[src/tpq_pkg.sv]
// shared types, constants and codes of the two-queue ecn marking block
package tpq_pkg;

    // defaults of the top-level parameters
    localparam int DEF_QUEUE_DEPTH = 256;
    localparam int DEF_ID_BITS     = 16;

    // fixed field widths
    localparam int BYTES_W    = 14;
    localparam int THRESH_W   = 9;
    localparam int LIMIT_W    = 10;
    localparam int MEAN_W     = 14;
    localparam int THRB_W     = THRESH_W + MEAN_W;
    localparam int OUTCOME_W  = 3;
    localparam int CFG_IDX_W  = 3;
    localparam int CFG_DATA_W = 14;

    // register reset values
    localparam logic [THRESH_W-1:0] THRESH_RESET = THRESH_W'(256);
    localparam logic [LIMIT_W-1:0]  LIMIT_RESET  = LIMIT_W'(512);
    localparam logic [MEAN_W-1:0]   MEAN_RESET   = MEAN_W'(1500);
    localparam logic [THRB_W-1:0]   THRB_RESET   = THRB_W'(256 * 1500);

    // command queue between front and back
    localparam int CMDQ_DEPTH = 2;
    localparam int CMDQ_PTR_W = 1;
    localparam int CMDQ_CNT_W = 2;

    typedef enum logic [CFG_IDX_W-1:0] {
        CFG_BYTE_MODE   = 3'd0,
        CFG_THRESH_Q0   = 3'd1,
        CFG_THRESH_Q1   = 3'd2,
        CFG_TOTAL_LIMIT = 3'd3,
        CFG_MEAN_BYTES  = 3'd4
    } cfg_reg_t;

    typedef enum logic {
        OP_ENQUEUE = 1'b0,
        OP_DEQUEUE = 1'b1
    } op_t;

    typedef enum logic [OUTCOME_W-1:0] {
        OUT_ENQUEUED = 3'd0,
        OUT_MARKED   = 3'd1,
        OUT_DROPPED  = 3'd2,
        OUT_DEQUEUED = 3'd3,
        OUT_EMPTY    = 3'd4
    } outcome_t;

    typedef enum logic {
        ST_IDLE = 1'b0,
        ST_READ = 1'b1
    } back_state_t;

    // configuration as seen by the back end
    typedef struct packed {
        logic                byte_mode;
        logic [THRESH_W-1:0] thresh_q0;
        logic [THRESH_W-1:0] thresh_q1;
        logic [LIMIT_W-1:0]  total_limit;
        logic [THRB_W-1:0]   thr_bytes_q0;
        logic [THRB_W-1:0]   thr_bytes_q1;
    } cfg_t;

    // classified command, id travels beside it
    typedef struct packed {
        op_t                op;
        logic               queue_sel;
        logic               ect;
        logic [BYTES_W-1:0] bytes;
    } cmd_ctrl_t;

endpackage

[src/tpq_if.sv]
// channel interfaces: ingress items, egress items, configuration writes
interface tpq_in_if #(
    parameter int ID_BITS = tpq_pkg::DEF_ID_BITS
);
    logic                         valid;
    logic                         ready;
    logic                         operation;
    logic                         priority_req;
    logic [ID_BITS-1:0]           packet_id;
    logic [tpq_pkg::BYTES_W-1:0]  packet_bytes;
    logic                         ect;

    modport source (output valid, operation, priority_req, packet_id, packet_bytes, ect,
                    input ready);
    modport sink   (input valid, operation, priority_req, packet_id, packet_bytes, ect,
                    output ready);
endinterface


[src/tpq_front.sv]
// front end: accepts ingress items, classifies them into a short command queue
module tpq_front #(
    parameter int ID_BITS = tpq_pkg::DEF_ID_BITS
) (
    input  logic                  clk,
    input  logic                  rst_n,
    tpq_in_if.sink                ingress,
    output logic                  cmd_valid,
    output tpq_pkg::cmd_ctrl_t    cmd_ctrl,
    output logic [ID_BITS-1:0]    cmd_id,
    input  logic                  cmd_pop
);

    tpq_pkg::cmd_ctrl_t               ctrl_q_reg [tpq_pkg::CMDQ_DEPTH];
    logic [ID_BITS-1:0]               id_q_reg   [tpq_pkg::CMDQ_DEPTH];
    logic [tpq_pkg::CMDQ_PTR_W-1:0]   wr_ptr_reg;
    logic [tpq_pkg::CMDQ_PTR_W-1:0]   rd_ptr_reg;
    logic [tpq_pkg::CMDQ_CNT_W-1:0]   count_reg;
    logic [tpq_pkg::CMDQ_CNT_W-1:0]   count_next;
    logic                             push;
    logic                             pop;
    tpq_pkg::cmd_ctrl_t               new_ctrl;

    assign ingress.ready = (count_reg != tpq_pkg::CMDQ_CNT_W'(tpq_pkg::CMDQ_DEPTH));
    assign push          = ingress.valid && ingress.ready;
    assign pop           = cmd_pop && cmd_valid;

    // classify the item
    always_comb
    begin
        new_ctrl.op        = tpq_pkg::op_t'(ingress.operation);
        new_ctrl.queue_sel = ingress.priority_req;
        new_ctrl.ect       = ingress.ect;
        new_ctrl.bytes     = ingress.packet_bytes;
    end

    always_comb
    begin
        count_next = count_reg;
        if (push && !pop)
        begin
            count_next = count_reg + 1'b1;
        end
        else if (pop && !push)
        begin
            count_next = count_reg - 1'b1;
        end
    end

    always_ff @(posedge clk or negedge rst_n)
    begin
        if (!rst_n)
        begin
            wr_ptr_reg <= '0;
            rd_ptr_reg <= '0;
            count_reg  <= '0;
        end
        else
        begin
            count_reg <= count_next;
            if (push)
            begin
                wr_ptr_reg <= wr_ptr_reg + 1'b1;
            end
            if (pop)
            begin
                rd_ptr_reg <= rd_ptr_reg + 1'b1;
            end
        end
    end

    always_ff @(posedge clk)
    begin
        if (push)
        begin
            ctrl_q_reg[wr_ptr_reg] <= new_ctrl;
            id_q_reg[wr_ptr_reg]   <= ingress.packet_id;
        end
    end

    assign cmd_valid = (count_reg != '0);
    assign cmd_ctrl  = ctrl_q_reg[rd_ptr_reg];
    assign cmd_id    = id_q_reg[rd_ptr_reg];

endmodule

[src/flat_wrapper.sv]
// flat-port wrapper written by rule: the top's interface ports become plain ports
module tpq_front_flat 
#(
    parameter int ID_BITS = tpq_pkg::DEF_ID_BITS
)
  (clk, rst_n, cmd_valid, cmd_ctrl, cmd_id, cmd_pop, ingress_valid, ingress_operation, ingress_priority_req, ingress_packet_id, ingress_packet_bytes, ingress_ect, ingress_ready);
  tpq_in_if #(.ID_BITS(ID_BITS)) ingress_i ();
  input  logic clk;
  input  logic rst_n;
  output logic cmd_valid;
  output tpq_pkg::cmd_ctrl_t cmd_ctrl;
  output logic [ID_BITS-1:0] cmd_id;
  input  logic cmd_pop;
  input wire logic [$bits(ingress_i.valid)-1:0] ingress_valid;
  input wire logic [$bits(ingress_i.operation)-1:0] ingress_operation;
  input wire logic [$bits(ingress_i.priority_req)-1:0] ingress_priority_req;
  input wire logic [$bits(ingress_i.packet_id)-1:0] ingress_packet_id;
  input wire logic [$bits(ingress_i.packet_bytes)-1:0] ingress_packet_bytes;
  input wire logic [$bits(ingress_i.ect)-1:0] ingress_ect;
  output wire logic [$bits(ingress_i.ready)-1:0] ingress_ready;
  assign ingress_i.valid = ingress_valid;
  assign ingress_i.operation = ingress_operation;
  assign ingress_i.priority_req = ingress_priority_req;
  assign ingress_i.packet_id = ingress_packet_id;
  assign ingress_i.packet_bytes = ingress_packet_bytes;
  assign ingress_i.ect = ingress_ect;
  assign ingress_ready = ingress_i.ready;
  tpq_front #(.ID_BITS(ID_BITS)) u_core (.clk(clk), .rst_n(rst_n), .ingress(ingress_i), .cmd_valid(cmd_valid), .cmd_ctrl(cmd_ctrl), .cmd_id(cmd_id), .cmd_pop(cmd_pop));
endmodule
[config.mk]
export PLATFORM = sky130hd
export DESIGN_NAME = tpq_front_flat
export DESIGN_NICKNAME = d
export VERILOG_FILES = /design/src/tpq_pkg.sv /design/src/tpq_if.sv /design/src/tpq_front.sv /design/src/flat_wrapper.sv
export SDC_FILE = /design/constraint.sdc
export NUM_CORES = 1
export LEC_CHECK = 0
export ABC_AREA = 0
export BUFFER_PORTS_ARGS = -buffer_cell sky130_fd_sc_hd__buf_4
export CAP_MARGIN = 20
export CORE_UTILIZATION = 42
export DETAILED_ROUTE_END_ITERATION = 16
export HOLD_SLACK_MARGIN = 0.15
export PLACE_DENSITY = 0.75
export SLEW_MARGIN = 5
export SYNTH_ARGS = -nofsm -noshare
export SYNTH_HDL_FRONTEND = slang
export SYNTH_SLANG_ARGS = --single-unit
[constraint.sdc]
create_clock -name clk -period 3.1 [get_ports clk]
set_clock_uncertainty 0.15 [all_clocks]
set_input_delay 0.62 -clock clk [delete_from_list [all_inputs] [get_ports clk]]
set_output_delay 0.62 -clock clk [all_outputs]
set_load 0.01 [all_outputs]
== Word-level counts from Yosys, hierarchy flattened ==
Memory sizes are Yosys's and may differ from the RTL's.
Cells that the tools add are included.

* Register bits after elaboration: 4
* RAM bits: 66
* Input port bits: 37
* Output and inout bits: 35
* Word-level logic and storage cells: 22
* Memories: 2

{| class="wikitable"
|+ Memories
! memory !! words !! bits a word !! rd ports !! clocked after Yosys merged registers in !! wr ports !! RTL line !! text
|-
| u_core.ctrl_q_reg || 2 || 17 || 1 || 0 || 1 || tpq_front.sv:14 || <nowiki>tpq_pkg::cmd_ctrl_t ctrl_q_reg [tpq_pkg::CMDQ_DEPTH];</nowiki>
|-
| u_core.id_q_reg || 2 || 16 || 1 || 0 || 1 || tpq_front.sv:15 || <nowiki>logic [ID_BITS-1:0] id_q_reg [tpq_pkg::CMDQ_DEPTH];</nowiki>
|}

* Add/subtract/negate cells: 4
* Eq/ne operators: 1
* Mux-type cells: 4
* Reduce and logical (&&, ||, !) cells: 8

{| class="wikitable"
|+ Operator list
! cell !! number
|-
| $logic_and 1x1->1 || 4
|-
| $mux 2 || 2
|-
| $reduce_bool 2->1 || 2
|-
| $add 1x1->1 const B || 2
|-
| $add 2x1->2 const B || 1
|-
| $logic_not 1->1 || 2
|-
| $mux 1 || 2
|-
| $ne 2x2->1 const B || 1
|-
| $sub 2x1->2 const B || 1
|}

== Depth between registers and ports, before layout ==
* Depth in word-level cells: 6
* Mapped depth: 7
* Mapped depth without buffers: 7

== Worst setup path before layout ==
No wires, ideal clock.

* Path kind: input to register
* From: input ingress_valid
* To: memory u_core.ctrl_q_reg[0][0] in the netlist's numbering, enable pin
* Arrival time: 2.107 ns
* Path slack: 0.420 ns
* Cell stages on the path: 2
* Path buffers: 0
* Cells stage by stage: nand2_1 nor2_1

* Cells in the longest elaborated chain, start to end: 3

{| class="wikitable"
|+ Ends and longest elaborated chain
! element !! RTL line !! text
|-
| from (decl) || flat_wrapper.sv:14 || <nowiki>input wire logic [$bits(ingress_i.valid)-1:0] ingress_valid;</nowiki>
|-
| $logic_and 1x1->1 || tpq_front.sv:25 || <nowiki>assign push = ingress.valid && ingress.ready;</nowiki>
|-
| $mux 1 || tpq_front.sv:74 || <nowiki>if (push)</nowiki>
|-
| $mux 1 (not written as such) || tpq_front.sv:76 || <nowiki>ctrl_q_reg[wr_ptr_reg] <= new_ctrl;</nowiki>
|-
| to (decl) || tpq_front.sv:14 ||
|}

No other way between the ends.

== Worst setup path after layout ==
* From: register u_core.rd_ptr_reg
* To: output cmd_id[10]

* Cells in the longest elaborated chain, start to end: 1

{| class="wikitable"
|+ Ends and longest elaborated chain
! element !! RTL line !! text
|-
| from (decl) || tpq_front.sv:17 || <nowiki>logic [tpq_pkg::CMDQ_PTR_W-1:0] rd_ptr_reg;</nowiki>
|-
| from (signal assigned) || tpq_front.sv:67 || <nowiki>rd_ptr_reg <= rd_ptr_reg + 1'b1;</nowiki>
|-
| $mem_v2 2x16 || - ||
|-
| to (decl) || flat_wrapper.sv:12 || <nowiki>output logic [ID_BITS-1:0] cmd_id;</nowiki>
|}

No other way between the ends.

==> results_dict.tcl <==
set metrics [dict create \
    ys_seq_area_frac 0.763 \
    top_level_ports 72 \
    gp_congestion 0.644 \
    final_nets 241 \
    status "finished clean" \
    synth_warnings 0 \
    multiInputGateArea_um2 579 \
    place_hpwl_mm 2.88 \
    vdd_drop_max_uv 798 \
    wl_per_cell_um 14.9 \
    critPathArrivalTime_ns 1.73 \
    core.rowCount 28 \
    synth_area_um2 2730 \
    fin_cells 283 \
    relSlewSlack 0.474 \
    yosys_register_bits 70 \
    worstSetupStartpoint "u_core.rd_ptr_reg" \
    cp-end-kind "primary output" \
    route.detailed.drc 0 \
    p_leak_nw 1.41 \
    dr_total_vias 1336 \
    min_period_ns 2.50 \
    setup_viol 0 \
    syn_avg_cell_area_um2 22.5 \
    clk_pin_slew_ns 0.07 \
    reg2reg_depth 2 \
    hold_viol 0 \
    grt_usage 0.132 \
    die-area_um2 6820 \
    r2r_end "u_core.id_q_reg[1][11]" \
    cp_data_required_time_ns 2.33 \
    drive_above_1_share 0.587 \
    dp.cells 266 \
    cp_cell_sequence "buf_4 > mux2_4 > buf_4" \
    clk_path_buf_depth 2 \
    worstHoldStart "ingress_ect" \
    drt_wl_total_mm 4.23 \
    cp_max_fo 14 \
    area_growth_pct 28.6 \
    holdWs_ns 0.331 \
    min_period_over_period 0.806 \
    dr.pass1.iters 4 \
    maxCapViolCount 0 \
    timing_worst_setup_path_type "reg2out" \
    fillerInstances 492 \
    hp-class "in2reg" \
    grt_pass1_vias 1351 \
    final_antenna_net_count 0 \
    crit_path_max_incr_delay_ns 0.60 \
    path_common_cell "buf_4" \
    antennaDiodeCount 0 \
    fmax_mhz 400 \
    numCtsBuffers 9 \
    cp_num_buf_inv 2 \
    setup.reg_to_reg.worst_slack_ns 1.27 \
    grt_pass1_wl_mm 6.31 \
    seq_area_um2 2080 \
    clk_latency_ns 0.32 \
    slew_viol_final 0 \
    ys_types 15 \
    grt_max_degree 34 \
    pwr_density_cell_nw_per_um2 911 \
    startpoint_type "register" \
    vias_per_cell 4.72 \
    max_slew.worst_pin.slew_ns 0.788 \
    largest_register_ff_count 34 \
    start_util 0.447 \
    min_delay_path_depth 1 \
    cp_slowest_cell "dfrtp_2" \
    die_h_um 82.6 \
    cts.sinks 70 \
    finalCoreUtilization 0.575 \
    antenna_found_initial 0 \
    syn_nets 159 \
    rsz0062_at_grt "no" \
    critical_path.top_delay_family "flip-flops" \
    rr_startpoint "u_core.count_reg[0]" \
    tns_ns 0 \
    synthCells 121 \
    hold_end "u_core.ctrl_q_reg[1][14]" \
    initialDrtViolationCount 35 \
    coreArea_um2 6100 \
    io_buffers 71 \
    cts_tree "yes" \
    root_buffer "clkbuf_8" \
    die_x_um 82.6 \
    htree_levels 3 \
    overflow 0 \
]
-- power breakdown --
group,total [mW],internal (mW),switching [mW]
registers,1.41,1.30,0.108
logic,1.12,0.647,0.476
clock network,0.664,0.365,0.299
total,3.20,2.31,0.883
-- routing by layer --
metal / track usage / vias up / wire length (um)
met5: 0 / - / 0
met4: 0.0828 / 0 / 80
met3: 0.0286 / 6 / 253
met2: 0.226 / 53 / 2160
met1: 0.150 / 648 / 1740
li1: - / 629 / -
-- metrics by stage --
step / total power [mW] / worst slack [ns] / area [um^2]
after floorplan: 2.19 / 0.420 / 2730
after global placement: 2.55 / 0.946 / 3320
after detailed placement: 2.58 / 0.918 / 3320
after CTS: 3.25 / 0.566 / 3510
after global routing: 3.37 / 0.528 / 3510
final: 3.20 / 0.603 / 3510
-- cell type report --
cell class | count | share of cell area
clock buffer | 11 | 0.0375
clock inverter | 5 | 0.0143
inverter | 1 | 0.00107
multi-input combinational | 46 | 0.165
sequential | 70 | 0.594
tap | 75 | 0.0268
timing repair buffer | 75 | 0.161
-- worst reg2reg max path: stages, from the launching register on --
cell      delay (ns)
dfrtp_1         0.41
nand2b_1        0.16
and3_2          0.73
-- timing repair --
| action | 4_1_cts | 5_1_grt |
|---|---|---|
| buffers inserted | 0 | 0 |
| gates resized for setup | 0 | 0 |
| hold buffers | 1 | 0 |
| setup endpoints to repair | 0 | 0 |
| endpoints found under the hold margin | 4 | 0 |
-- cells in the mapped netlist (all sizes together) --
master | number | area (um^2)
buf | 4 | 71.3
xor2 | 2 | 17.5
edfxtp | 66 | 1980
xnor2 | 3 | 26.3
nor2 | 2 | 7.51
inv | 1 | 3.75
ha | 1 | 12.5
dfrtp | 4 | 100
mux2 | 33 | 480
or2 | 1 | 6.26
and3 | 1 | 6.26
nand2b | 1 | 6.26
nand2 | 2 | 7.51
-- how the worst max path moves through the flow --
stage / to / slack [ns] / cells past startpoint
CTS: cmd_id[10] / 0.57 / 3
global route: cmd_ctrl[2] / 0.53 / 3
detailed placement: cmd_id[10] / 0.92 / 3
finish: cmd_id[10] / 0.60 / 3
floorplan: u_core.ctrl_q_reg[0][0] / 0.42 / 2
global placement: cmd_id[8] / 0.95 / 3
-- cells by family after synthesis --
kind of cell	Yosys count	synth area share
XOR/XNOR	5	0.0161
adder cells (fa/ha/maj)	1	0.00459
buffers and inverters	5	0.0275
flip-flops	70	0.763
multiplexers	33	0.176
AND/OR/NAND/NOR	7	0.0124
-- cells in the final DEF, fill, tap and decap left out, drive strengths merged, types with 2 or more instances in the layout --
master / instances
dfrtp: 4
nor2: 2
nand2: 2
xor2: 2
clkbuf: 11
xnor2: 3
buf: 74
clkinv: 3
mux2: 33
edfxtp: 66
(Power assumes the default switching activity.)
