$ cat config.mk
export PLATFORM = sky130hd
export DESIGN_NAME = tpq_cfg_flat
export DESIGN_NICKNAME = d
export VERILOG_FILES = /design/src/tpq_pkg.sv /design/src/tpq_if.sv /design/src/tpq_cfg.sv /design/src/flat_wrapper.sv
export SDC_FILE = /design/constraint.sdc
export NUM_CORES = 1
export LEC_CHECK = 0
export BUFFER_PORTS_ARGS = -buffer_cell sky130_fd_sc_hd__buf_2
export CAP_MARGIN = 20
export CORE_MARGIN = 2
export CORE_UTILIZATION = 56
export DETAILED_ROUTE_END_ITERATION = 6
export PLACE_DENSITY = 0.87
export SLEW_MARGIN = 10
export SYNTH_ARGS = -nofsm -noshare
export SYNTH_HDL_FRONTEND = slang
export SYNTH_SLANG_ARGS = --single-unit
export TNS_END_PERCENT = 30
$ cat constraint.sdc
create_clock -name clk -period 5 [get_ports clk]
set_input_delay 0.5 -clock clk [delete_from_list [all_inputs] [get_ports clk]]
set_output_delay 0.5 -clock clk [all_outputs]
set_load 0.005 [all_outputs]
$ cat src/tpq_pkg.sv
// shared types, constants and codes of the two-queue ecn marking block
package tpq_pkg;

    // defaults of the top-level parameters
    localparam int DEF_QUEUE_DEPTH = 256;
    localparam int DEF_ID_BITS     = 16;

    // fixed field widths
    localparam int BYTES_W    = 14;
    localparam int THRESH_W   = 9;
    localparam int LIMIT_W    = 10;
    localparam int MEAN_W     = 14;
    localparam int THRB_W     = THRESH_W + MEAN_W;
    localparam int OUTCOME_W  = 3;
    localparam int CFG_IDX_W  = 3;
    localparam int CFG_DATA_W = 14;

    // register reset values
    localparam logic [THRESH_W-1:0] THRESH_RESET = THRESH_W'(256);
    localparam logic [LIMIT_W-1:0]  LIMIT_RESET  = LIMIT_W'(512);
    localparam logic [MEAN_W-1:0]   MEAN_RESET   = MEAN_W'(1500);
    localparam logic [THRB_W-1:0]   THRB_RESET   = THRB_W'(256 * 1500);

    // command queue between front and back
    localparam int CMDQ_DEPTH = 2;
    localparam int CMDQ_PTR_W = 1;
    localparam int CMDQ_CNT_W = 2;

    typedef enum logic [CFG_IDX_W-1:0] {
        CFG_BYTE_MODE   = 3'd0,
        CFG_THRESH_Q0   = 3'd1,
        CFG_THRESH_Q1   = 3'd2,
        CFG_TOTAL_LIMIT = 3'd3,
        CFG_MEAN_BYTES  = 3'd4
    } cfg_reg_t;

    typedef enum logic {
        OP_ENQUEUE = 1'b0,
        OP_DEQUEUE = 1'b1
    } op_t;

    typedef enum logic [OUTCOME_W-1:0] {
        OUT_ENQUEUED = 3'd0,
        OUT_MARKED   = 3'd1,
        OUT_DROPPED  = 3'd2,
        OUT_DEQUEUED = 3'd3,
        OUT_EMPTY    = 3'd4
    } outcome_t;

    typedef enum logic {
        ST_IDLE = 1'b0,
        ST_READ = 1'b1
    } back_state_t;

    // configuration as seen by the back end
    typedef struct packed {
        logic                byte_mode;
        logic [THRESH_W-1:0] thresh_q0;
        logic [THRESH_W-1:0] thresh_q1;
        logic [LIMIT_W-1:0]  total_limit;
        logic [THRB_W-1:0]   thr_bytes_q0;
        logic [THRB_W-1:0]   thr_bytes_q1;
    } cfg_t;

    // classified command, id travels beside it
    typedef struct packed {
        op_t                op;
        logic               queue_sel;
        logic               ect;
        logic [BYTES_W-1:0] bytes;
    } cmd_ctrl_t;

endpackage

$ cat src/tpq_if.sv


interface tpq_cfg_if;
    logic                            valid;
    logic                            ready;
    logic [tpq_pkg::CFG_IDX_W-1:0]   index;
    logic [tpq_pkg::CFG_DATA_W-1:0]  data;

    modport source (output valid, index, data, input ready);
    modport sink   (input valid, index, data, output ready);
endinterface

$ cat src/tpq_cfg.sv
// configuration registers with precomputed byte thresholds
module tpq_cfg (
    input  logic            clk,
    input  logic            rst_n,
    tpq_cfg_if.sink         cfg,
    output tpq_pkg::cfg_t   cfg_val
);

    logic                            byte_mode_reg;
    logic [tpq_pkg::THRESH_W-1:0]    thresh_q0_reg;
    logic [tpq_pkg::THRESH_W-1:0]    thresh_q1_reg;
    logic [tpq_pkg::LIMIT_W-1:0]     total_limit_reg;
    logic [tpq_pkg::MEAN_W-1:0]      mean_reg;
    logic [tpq_pkg::THRB_W-1:0]      thr_bytes_q0_reg;
    logic [tpq_pkg::THRB_W-1:0]      thr_bytes_q1_reg;
    logic                            wr_en;
    logic [tpq_pkg::THRESH_W-1:0]    wr_thresh;
    logic [tpq_pkg::MEAN_W-1:0]      wr_mean;

    assign cfg.ready = 1'b1;
    assign wr_en     = cfg.valid;
    assign wr_thresh = cfg.data[tpq_pkg::THRESH_W-1:0];
    assign wr_mean   = cfg.data[tpq_pkg::MEAN_W-1:0];

    always_ff @(posedge clk or negedge rst_n)
    begin
        if (!rst_n)
        begin
            byte_mode_reg    <= 1'b0;
            thresh_q0_reg    <= tpq_pkg::THRESH_RESET;
            thresh_q1_reg    <= tpq_pkg::THRESH_RESET;
            total_limit_reg  <= tpq_pkg::LIMIT_RESET;
            mean_reg         <= tpq_pkg::MEAN_RESET;
            thr_bytes_q0_reg <= tpq_pkg::THRB_RESET;
            thr_bytes_q1_reg <= tpq_pkg::THRB_RESET;
        end
        else if (wr_en)
        begin
            case (cfg.index)
                tpq_pkg::CFG_BYTE_MODE:
                begin
                    byte_mode_reg <= cfg.data[0];
                end
                tpq_pkg::CFG_THRESH_Q0:
                begin
                    thresh_q0_reg    <= wr_thresh;
                    thr_bytes_q0_reg <= tpq_pkg::THRB_W'(wr_thresh)
                                        * tpq_pkg::THRB_W'(mean_reg);
                end
                tpq_pkg::CFG_THRESH_Q1:
                begin
                    thresh_q1_reg    <= wr_thresh;
                    thr_bytes_q1_reg <= tpq_pkg::THRB_W'(wr_thresh)
                                        * tpq_pkg::THRB_W'(mean_reg);
                end
                tpq_pkg::CFG_TOTAL_LIMIT:
                begin
                    total_limit_reg <= cfg.data[tpq_pkg::LIMIT_W-1:0];
                end
                tpq_pkg::CFG_MEAN_BYTES:
                begin
                    // both byte thresholds follow the new mean size
                    mean_reg         <= wr_mean;
                    thr_bytes_q0_reg <= tpq_pkg::THRB_W'(thresh_q0_reg)
                                        * tpq_pkg::THRB_W'(wr_mean);
                    thr_bytes_q1_reg <= tpq_pkg::THRB_W'(thresh_q1_reg)
                                        * tpq_pkg::THRB_W'(wr_mean);
                end
                default:
                begin
                end
            endcase
        end
    end

    always_comb
    begin
        cfg_val.byte_mode    = byte_mode_reg;
        cfg_val.thresh_q0    = thresh_q0_reg;
        cfg_val.thresh_q1    = thresh_q1_reg;
        cfg_val.total_limit  = total_limit_reg;
        cfg_val.thr_bytes_q0 = thr_bytes_q0_reg;
        cfg_val.thr_bytes_q1 = thr_bytes_q1_reg;
    end

endmodule

$ cat src/flat_wrapper.sv
// flat-port wrapper written by rule: the top's interface ports become plain ports
module tpq_cfg_flat 
  (clk, rst_n, cfg_val, cfg_valid, cfg_index, cfg_data, cfg_ready);
  tpq_cfg_if cfg_i ();
  input  logic clk;
  input  logic rst_n;
  output tpq_pkg::cfg_t cfg_val;
  input wire logic [$bits(cfg_i.valid)-1:0] cfg_valid;
  input wire logic [$bits(cfg_i.index)-1:0] cfg_index;
  input wire logic [$bits(cfg_i.data)-1:0] cfg_data;
  output wire logic [$bits(cfg_i.ready)-1:0] cfg_ready;
  assign cfg_i.valid = cfg_valid;
  assign cfg_i.index = cfg_index;
  assign cfg_i.data = cfg_data;
  assign cfg_ready = cfg_i.ready;
  tpq_cfg u_core (.clk(clk), .rst_n(rst_n), .cfg(cfg_i), .cfg_val(cfg_val));
endmodule
# == Yosys cells after proc, flatten, opt, wreduce, memory -nomap -nowiden ==
# Cells that the tools add are included.
# totals
ff_bits,89
in_bits,20
wordCells,26
# classes
n_reduce_logical,10
mux,2
mul,3
n_eq_ne,4
# ops
op,count
one-hot mux 23 bit (2 select lines),2
multiplier 9 x 14 -> 23 bit,3
AND reduction 2 bit,7
"equality test 3 x 2 -> 1 bit, second input constant",2
nonzero test 2 bit,2
"equality test 3 x 1 -> 1 bit, second input constant",1
"equality test 3 bit, second input constant",1
logical NOT 3 bit,1

# == Longest topological paths before layout ==
# Gate-level depths: netlist (run 1).
# logic_depth
word_depth,3
depth_mapped,21
depth_no_buf,19

# == Worst setup path after synthesis (run 1) ==
# OpenSTA, ideal clock, no wires.
# synth_timing
path_type,input to register
from,input cfg_data[11]
to,register u_core.thr_bytes_q0_reg[22] (netlist name)
t_arrival_ns,5.130
path_stages,19
setup_ns,0.104
setup_slack_ns,-0.233
n_path_buf,2
cell_sequence,clkbuf_1 > clkbuf_1 > nand2_1 > fa_1 > inv_1 > fa_1 > fa_1 > inv_1 > fa_1 > inv_1 > ha_1 > a211o_1 > o221a_1 > o31ai_2 > a211oi_2 > a221o_1 > a21o_1 > xnor2_1 > a221oi_1
# synth_via
elab_chain_cells,2
# synth_lines
element,line_no,source
from (decl),flat_wrapper.sv:10,input wire logic [$bits(cfg_i.data)-1:0] cfg_data;
multiplier 9 x 14 -> 23 bit,tpq_cfg.sv:65,* tpq_pkg::THRB_W'(wr_mean);
one-hot mux 23 bit (2 select lines),tpq_cfg.sv:39,case (cfg.index)
to (signal assigned),tpq_cfg.sv:34,thr_bytes_q0_reg <= tpq_pkg::THRB_RESET;
to (signal assigned),tpq_cfg.sv:47,thr_bytes_q0_reg <= tpq_pkg::THRB_W'(wr_thresh)
to (signal assigned),tpq_cfg.sv:64,thr_bytes_q0_reg <= tpq_pkg::THRB_W'(thresh_q0_reg)
to (decl),tpq_cfg.sv:14,logic [tpq_pkg::THRB_W-1:0] thr_bytes_q0_reg;
# No other way between the ends.
# A chain may end at the register's enable or synchronous reset.

# == Worst setup path in the final report (run 1) ==
# layout_timing
from,register u_core.mean_reg[10] (netlist name)
to,register u_core.thr_bytes_q0_reg[21] (netlist name)
# layout_via
elab_chain_cells,2
# layout_lines
element,line_no,source
from (decl),tpq_cfg.sv:13,logic [tpq_pkg::MEAN_W-1:0] mean_reg;
from (signal assigned),tpq_cfg.sv:33,mean_reg <= tpq_pkg::MEAN_RESET;
from (signal assigned),tpq_cfg.sv:63,mean_reg <= wr_mean;
multiplier 9 x 14 -> 23 bit,tpq_cfg.sv:48,* tpq_pkg::THRB_W'(mean_reg);
one-hot mux 23 bit (2 select lines),tpq_cfg.sv:39,
# No other way between the ends.

==> results of run 1 <==
[per-stage QoR]
step            util  area (um^2)  hold WS, ns  cells  worst slack (ns)
3_5_place_dp   0.634        17600        0.447   2353            -0.443
6_report       0.671        18600        0.135   2399           -0.0164
5_1_grt        0.671        18600        0.186   2399            -0.183
3_3_place_gp   0.634        17600        0.445   2353            -0.334
4_1_cts        0.649        18000        0.149   2371           -0.0725
2_1_floorplan      -        15700        0.204   1815           -0.0380
[layout make-up]
cell class	instances	area, um^2	share of cell area
Timing Repair Buffer	293	2050	0.110
Clock buffer	10	229	0.0123
Clock inverter	6	91.3	0.00491
Multi-Input combinational cell	1278	12200	0.655
Sequential cell	89	2280	0.122
Tap cell	378	473	0.0254
Inverter	345	1290	0.0696
[repair_timing]
action | CTS | global route
endpoints found under the setup margin | 7 | 20
pin swaps | 1 | 46
hold endpoints to repair | 0 | 0
gates resized for setup | 14 | 98
setup buffers | 2 | 28
[worst max-delay path, cell delays in order, from the launching register on]
cell and delay (ns):
dfstp_2 0.62, buf_4 0.14, and2_1 0.21, fa_1 0.45, inv_1 0.09, fa_1 0.41, inv_1 0.08, fa_1 0.42
fa_1 0.45, ha_1 0.36, nand2_1 0.17, o21ai_0 0.13, a31oi_1 0.31, o31ai_4 0.17, a311oi_2 0.37, xnor2_2 0.19
buf_4 0.15, o22ai_1 0.05, a21oi_1 0.15
[path summary, 6_finish.rpt]
kind	to
worst max-delay path	u_core.thr_bytes_q0_reg[21]
worst min-delay path	u_core.thr_bytes_q0_reg[6]
worst max register to register	u_core.thr_bytes_q0_reg[21]
worst min register to register	u_core.thr_bytes_q1_reg[11]
max in group asynchronous	u_core.thresh_q1_reg[1]
min in group clk	u_core.thr_bytes_q1_reg[11]
[cells by family (layout without fill, tap and decap cells)]
logic type,Yosys count,count (layout),share of synthesized area
AND/OR/NAND/NOR,609,609,0.191
buffers and inverters,448,654,0.108
adder cells (fa/ha/maj),384,384,0.427
AO/OA/AOI/OAI,218,218,0.0902
flip-flops,89,89,0.143
XOR/XNOR,42,42,0.0234
multiplexers,24,24,0.0169
other,1,1,0.000238
[synthesized netlist by cell type (15+ instances only)]
cell and instances:
inv_1 345, nand2_1 283, fa_1 255, and2_1 225, ha_1 129, clkbuf_1 88
dfrtp_1 65, a21oi_1 64, o21ai_0 50, nor2_1 38, a21o_1 24, dfstp_2 24
xnor2_1 22, mux2_2 20, xor2_1 20, nand3_1 15
[per-layer routing]
metal	track usage	up-vias
met3	0.0612	237
met4	0.179	0
met1	0.396	6838
li1	-	5941
met2	0.515	973
met5	0	-
==> results.py, run 1 <==
metrics = {
    "detailed_routing": {
        "drt-total-wl_mm": 47.7,
        "top_layer_used": "met4",
        "drt_iter0_drc": 1557,
        "routedWlPerCell_um": 19.9,
        "remaining_drc_errors": 0,
        "routed-wl-met2_mm": 22.5,
        "firstDrtPassIters": 6,
        "vias": 14000,
        "route.met3.wl_mm": 5.26,
        "avgViaCountPerCell": 5.83,
        "ant_nets": 0,
        "wl_met1_mm": 16.8,
    },
    "yosys": {
        "yosysUniqueCellTypes": 66,
        "yosys_warnings": 0,
        "yosysTopAreaCell": "fa_1",
        "postSynthAreaPerCell_um2": 8.67,
        "synth_top_area_frac": 0.324,
        "synth_area_mm2": 0.0157,
        "ys_ff_latch": 89,
        "ys_seq_area_frac": 0.143,
        "synth_edf_count": 0,
        "synth_area_leaders": "fa_1, dfrtp_1, ha_1",
        "syn_nets": 2219,
        "synth_flop_cell": "dfrtp_1",
        "syn_inst": 1815,
        "synthArstFlopShare": 1.00,
    },
    "setup_path": {
        "timing.rr.start": "u_core.mean_reg[10]",
        "timing.critical_path.from": "u_core.mean_reg[10]",
        "critical_path_required_ns": 5.29,
        "crit_path_max_fanout": 7,
        "cp_data_arrival_time_ns": 5.30,
        "crit_type": "reg -> reg",
        "reg2reg_setup_slack_ns": -0.02,
        "reg2reg_depth": 18,
        "critPathLaunchType": "flop",
        "critPathCaptureType": "flop",
    },
    "timing": {
        "hold_viol_final": 0,
        "fin_crit_ns": 5.02,
        "relSlewSlack": 0.221,
        "setup_viol": 2,
        "skew_ns": 0.00962,
        "slew_viol_final": 0,
        "period_share": 1.00,
        "rsz0062_at_grt": "yes",
        "worstMarginPinSlew_ns": 1.15,
        "fin_setup_tns_ns": -0.0240,
        "fmax_mhz": 199,
        "fin_ws_ns": -0.0164,
    },
    "clock_network": {
        "clkLatencyLatePin_ns": 0.37,
        "clock-root-buffer": "clkbuf_16",
        "cts.sinks": 89,
        "cts_tree": "done",
        "h-tree-depth": 3,
        "cts_buffer_depth": 2,
        "numCtsBuffers": 9,
        "cts_hold_buf": 0,
        "clkTransAtPathRegs_ns": 0.07,
    },
    "status": {
        "status": "finished, violations left",
        "violations": "setup timing",
    },
    "placed_design": {
        "io_buffers": 94,
        "dp_hpwl_mm": 34.6,
        "place.gp.congestion": 0.963,
    },
    "floorplanning": {
        "initial_utilization": 0.568,
        "fp.dieH_um": 172,
        "fp.dieW_um": 172,
        "core_mm2": 0.0277,
        "io_pins": 96,
        "die_area_mm2": 0.0295,
        "rows": 61,
    },
    "layout": {
        "fill_cells": 1921,
        "fin_nets": 2420,
        "final_cell_mix": "inv_1, nand2_1, fa_1",
        "drive_above_1_share": 0.216,
        "final_common_cell": "inv_1",
        "areaGrowthSynthToFinish_pct": 18.2,
        "antenna_cells": 0,
    },
    "global_route": {
        "grt_first_pass_wirelength_mm": 71.4,
        "grt_max_degree": 50,
        "grt-ovfl-total": 0,
        "antenna_found_initial": 0,
        "grt_pass1_vias": 14200,
        "grt_usage": 0.316,
    },
    "hold_path": {
        "min_path_type": "in -> async",
    },
    "run": {
        "maxCapViolations": 0,
    },
}
Power of run 1 is left out: the tool's default activity adds up to more than one toggle a clock period on the data nets, which glitch-free logic cannot reach.
==> run 2: changes to the inputs <==
Settings changed: GPL_TIMING_DRIVEN set to 0.
==> run 2 against run 1 <==
Net effect:
- clock skew increased by 0.0064 ns
- cell area decreased by 1.5%
- non-clock buffer count decreased by 66
- core utilization decreased by 1.0 points
- the flow still finishes with violations (setup timing)
- clock-buffer cell count unchanged
- worst setup slack got worse by 0.055 ns
==> results.py, run 2 (synthesis gave the netlist of run 1 again) <==
metrics = {
    "status": {
        "status": "finished, violations left",
        "violations": "setup timing",
    },
    "setup_path": {
        "critPathCaptureType": "flop",
        "timing.critical_path.from": "u_core.mean_reg[7]",
        "critPathLaunchType": "flop",
        "reg2reg_depth": 17,
        "crit_path_top_delay_cell": "dfstp_2",
        "crit_end": "u_core.thr_bytes_q1_reg[21]",
        "crit_type": "reg -> reg",
        "crit_path_max_fanout": 8,
        "slowest_delay_ns": 0.65,
        "reg2reg_setup_slack_ns": -0.07,
        "timing.rr.start": "u_core.mean_reg[7]",
        "crit_top_cell": "fa_1",
        "reg2reg_to": "u_core.thr_bytes_q1_reg[21]",
        "cp_data_arrival_time_ns": 5.37,
        "path_cells": "nand2_1, fa_1, inv_1, fa_1, inv_1, fa_1, fa_1, inv_1, ha_4, o21ai_2, o21ai_2, a31oi_4, o31ai_4, a311oi_2, xnor2_2, nand2_1, a31oi_1",
        "critical_path_required_ns": 5.29,
    },
    "placed_design": {
        "placed_cells": 2274,
        "place.gp.congestion": 0.945,
        "io_buffers": 79,
        "post_dp_cell_area_mm2": 0.0167,
        "dp_hpwl_mm": 36.0,
    },
    "global_route": {
        "antenna_found_initial": 4,
        "grt_usage": 0.336,
        "grt_first_pass_wirelength_mm": 74.7,
        "grt_pass1_vias": 14400,
        "grt_max_degree": 48,
        "grt-ovfl-total": 0,
    },
    "detailed_routing": {
        "routedWlPerCell_um": 21.9,
        "ant_nets": 0,
        "avgViaCountPerCell": 6.06,
        "firstDrtPassIters": 6,
        "drt-total-wl_mm": 51.2,
        "vias": 14200,
        "remaining_drc_errors": 0,
        "drt_iter0_drc": 1781,
    },
    "run": {
        "maxCapViolations": 0,
    },
    "layout": {
        "final_common_cell": "inv_1",
        "final_cell_mix": "inv_1, nand2_1, fa_1",
        "multi_input_area_mm2": 0.0123,
        "fin_nets": 2354,
        "fill_cells": 1950,
        "seq_area_mm2": 0.00228,
        "finalNonFillerCells": 2336,
        "drive_above_1_share": 0.191,
        "finalInstanceArea_mm2": 0.0183,
        "areaGrowthSynthToFinish_pct": 16.4,
    },
    "floorplanning": {
        "rows": 61,
        "fp.dieW_um": 172,
        "io_pins": 96,
        "initial_utilization": 0.568,
        "die_area_mm2": 0.0295,
        "fp.dieH_um": 172,
        "core_mm2": 0.0277,
    },
    "timing": {
        "setup_viol": 7,
        "relSlewSlack": 0.289,
        "worstMarginPinSlew_ns": 1.07,
        "fin_ws_ns": -0.0718,
        "period_share": 1.01,
        "fin_crit_ns": 5.07,
        "rsz0062_at_grt": "yes",
        "hold_viol_final": 0,
        "skew_ns": 0.0160,
        "fmax_mhz": 197,
        "slew_viol_final": 0,
    },
    "clock_network": {
        "h-tree-depth": 3,
        "clock-root-buffer": "clkbuf_16",
        "clkTransAtPathRegs_ns": 0.08,
        "numCtsBuffers": 9,
        "clkLatencyLatePin_ns": 0.38,
        "cts_hold_buf": 0,
        "cts.sinks": 89,
        "cts_buffer_depth": 2,
        "cts_tree": "done",
    },
    "hold_path": {
        "min_path_type": "in -> async",
    },
}
[run 2: cell types whose count changed in the layout (fill, tap and decap cells not counted), sizes merged]
cell | before | now
clkinv | 0 | 2
diode | 0 | 3
bufinv | 2 | 0
clkbuf | 15 | 56
buf | 288 | 181
[run 2: how the worst min path moves through the flow]
stage / end / startpoint / slack (ns) / depth (start not counted)
5_1_grt: u_core.thresh_q0_reg[3] / rst_n / 0.18 / 1
3_3_place_gp: u_core.thr_bytes_q1_reg[11] / u_core.thr_bytes_q1_reg[11] / 0.44 / 2
4_1_cts: u_core.mean_reg[0] / rst_n / 0.15 / 1
3_5_place_dp: u_core.thr_bytes_q1_reg[11] / u_core.thr_bytes_q1_reg[11] / 0.45 / 2
2_1_floorplan: u_core.byte_mode_reg / rst_n / 0.20 / 0
6_report: u_core.thresh_q0_reg[3] / rst_n / 0.13 / 1
[run 2: cell type report]
| class | instances | area share |
|---|---|---|
| Sequential cell | 89 | 0.125 |
| Inverter | 345 | 0.0707 |
| Antenna cell | 3 | 0.000410 |
| Tap cell | 378 | 0.0258 |
| Multi-Input combinational cell | 1278 | 0.674 |
| Clock inverter | 6 | 0.00246 |
| Timing Repair Buffer | 139 | 0.0486 |
| Buffer | 88 | 0.0411 |
| Clock buffer | 10 | 0.0125 |
[run 2: worst max-delay path: cells and delay by family (launching register included)]
family                   cells  cell delay, ns
adder cells (fa/ha/maj)      5            2.39
AO/OA/AOI/OAI                6            1.19
flip-flops                   1            0.65
XOR/XNOR                     1            0.33
AND/OR/NAND/NOR              2            0.22
buffers and inverters        3            0.21
[run 2: per-stage QoR]
step	setup TNS, ns	utilization	hold slack, ns	setup WS, ns
2_1_floorplan	-0.0706	-	0.204	-0.0380
3_5_place_dp	-24.23	0.601	0.449	-1.30
3_3_place_gp	-21.24	0.600	0.445	-1.19
4_1_cts	-0.00854	0.631	0.153	-0.00742
5_1_grt	-1.09	0.661	0.184	-0.157
6_report	-0.292	0.661	0.127	-0.0718
[run 2: repair_timing]
item	4_1_cts	5_1_grt
buffers inserted	16	41
gates resized for setup	163	151
setup endpoints to repair	28	20
hold endpoints to repair	0	0
gates cloned	0	1
pin swaps	12	52
[run 2: layer usage]
metal / global-route usage / vias up / wire length [um]
met5: 0 / - / 48
li1: - / 5824 / -
met3: 0.0976 / 338 / 6740
met2: 0.529 / 1050 / 22700
met1: 0.418 / 6946 / 18000
met4: 0.184 / 4 / 3690
Power of run 2 is left out for the same reason.
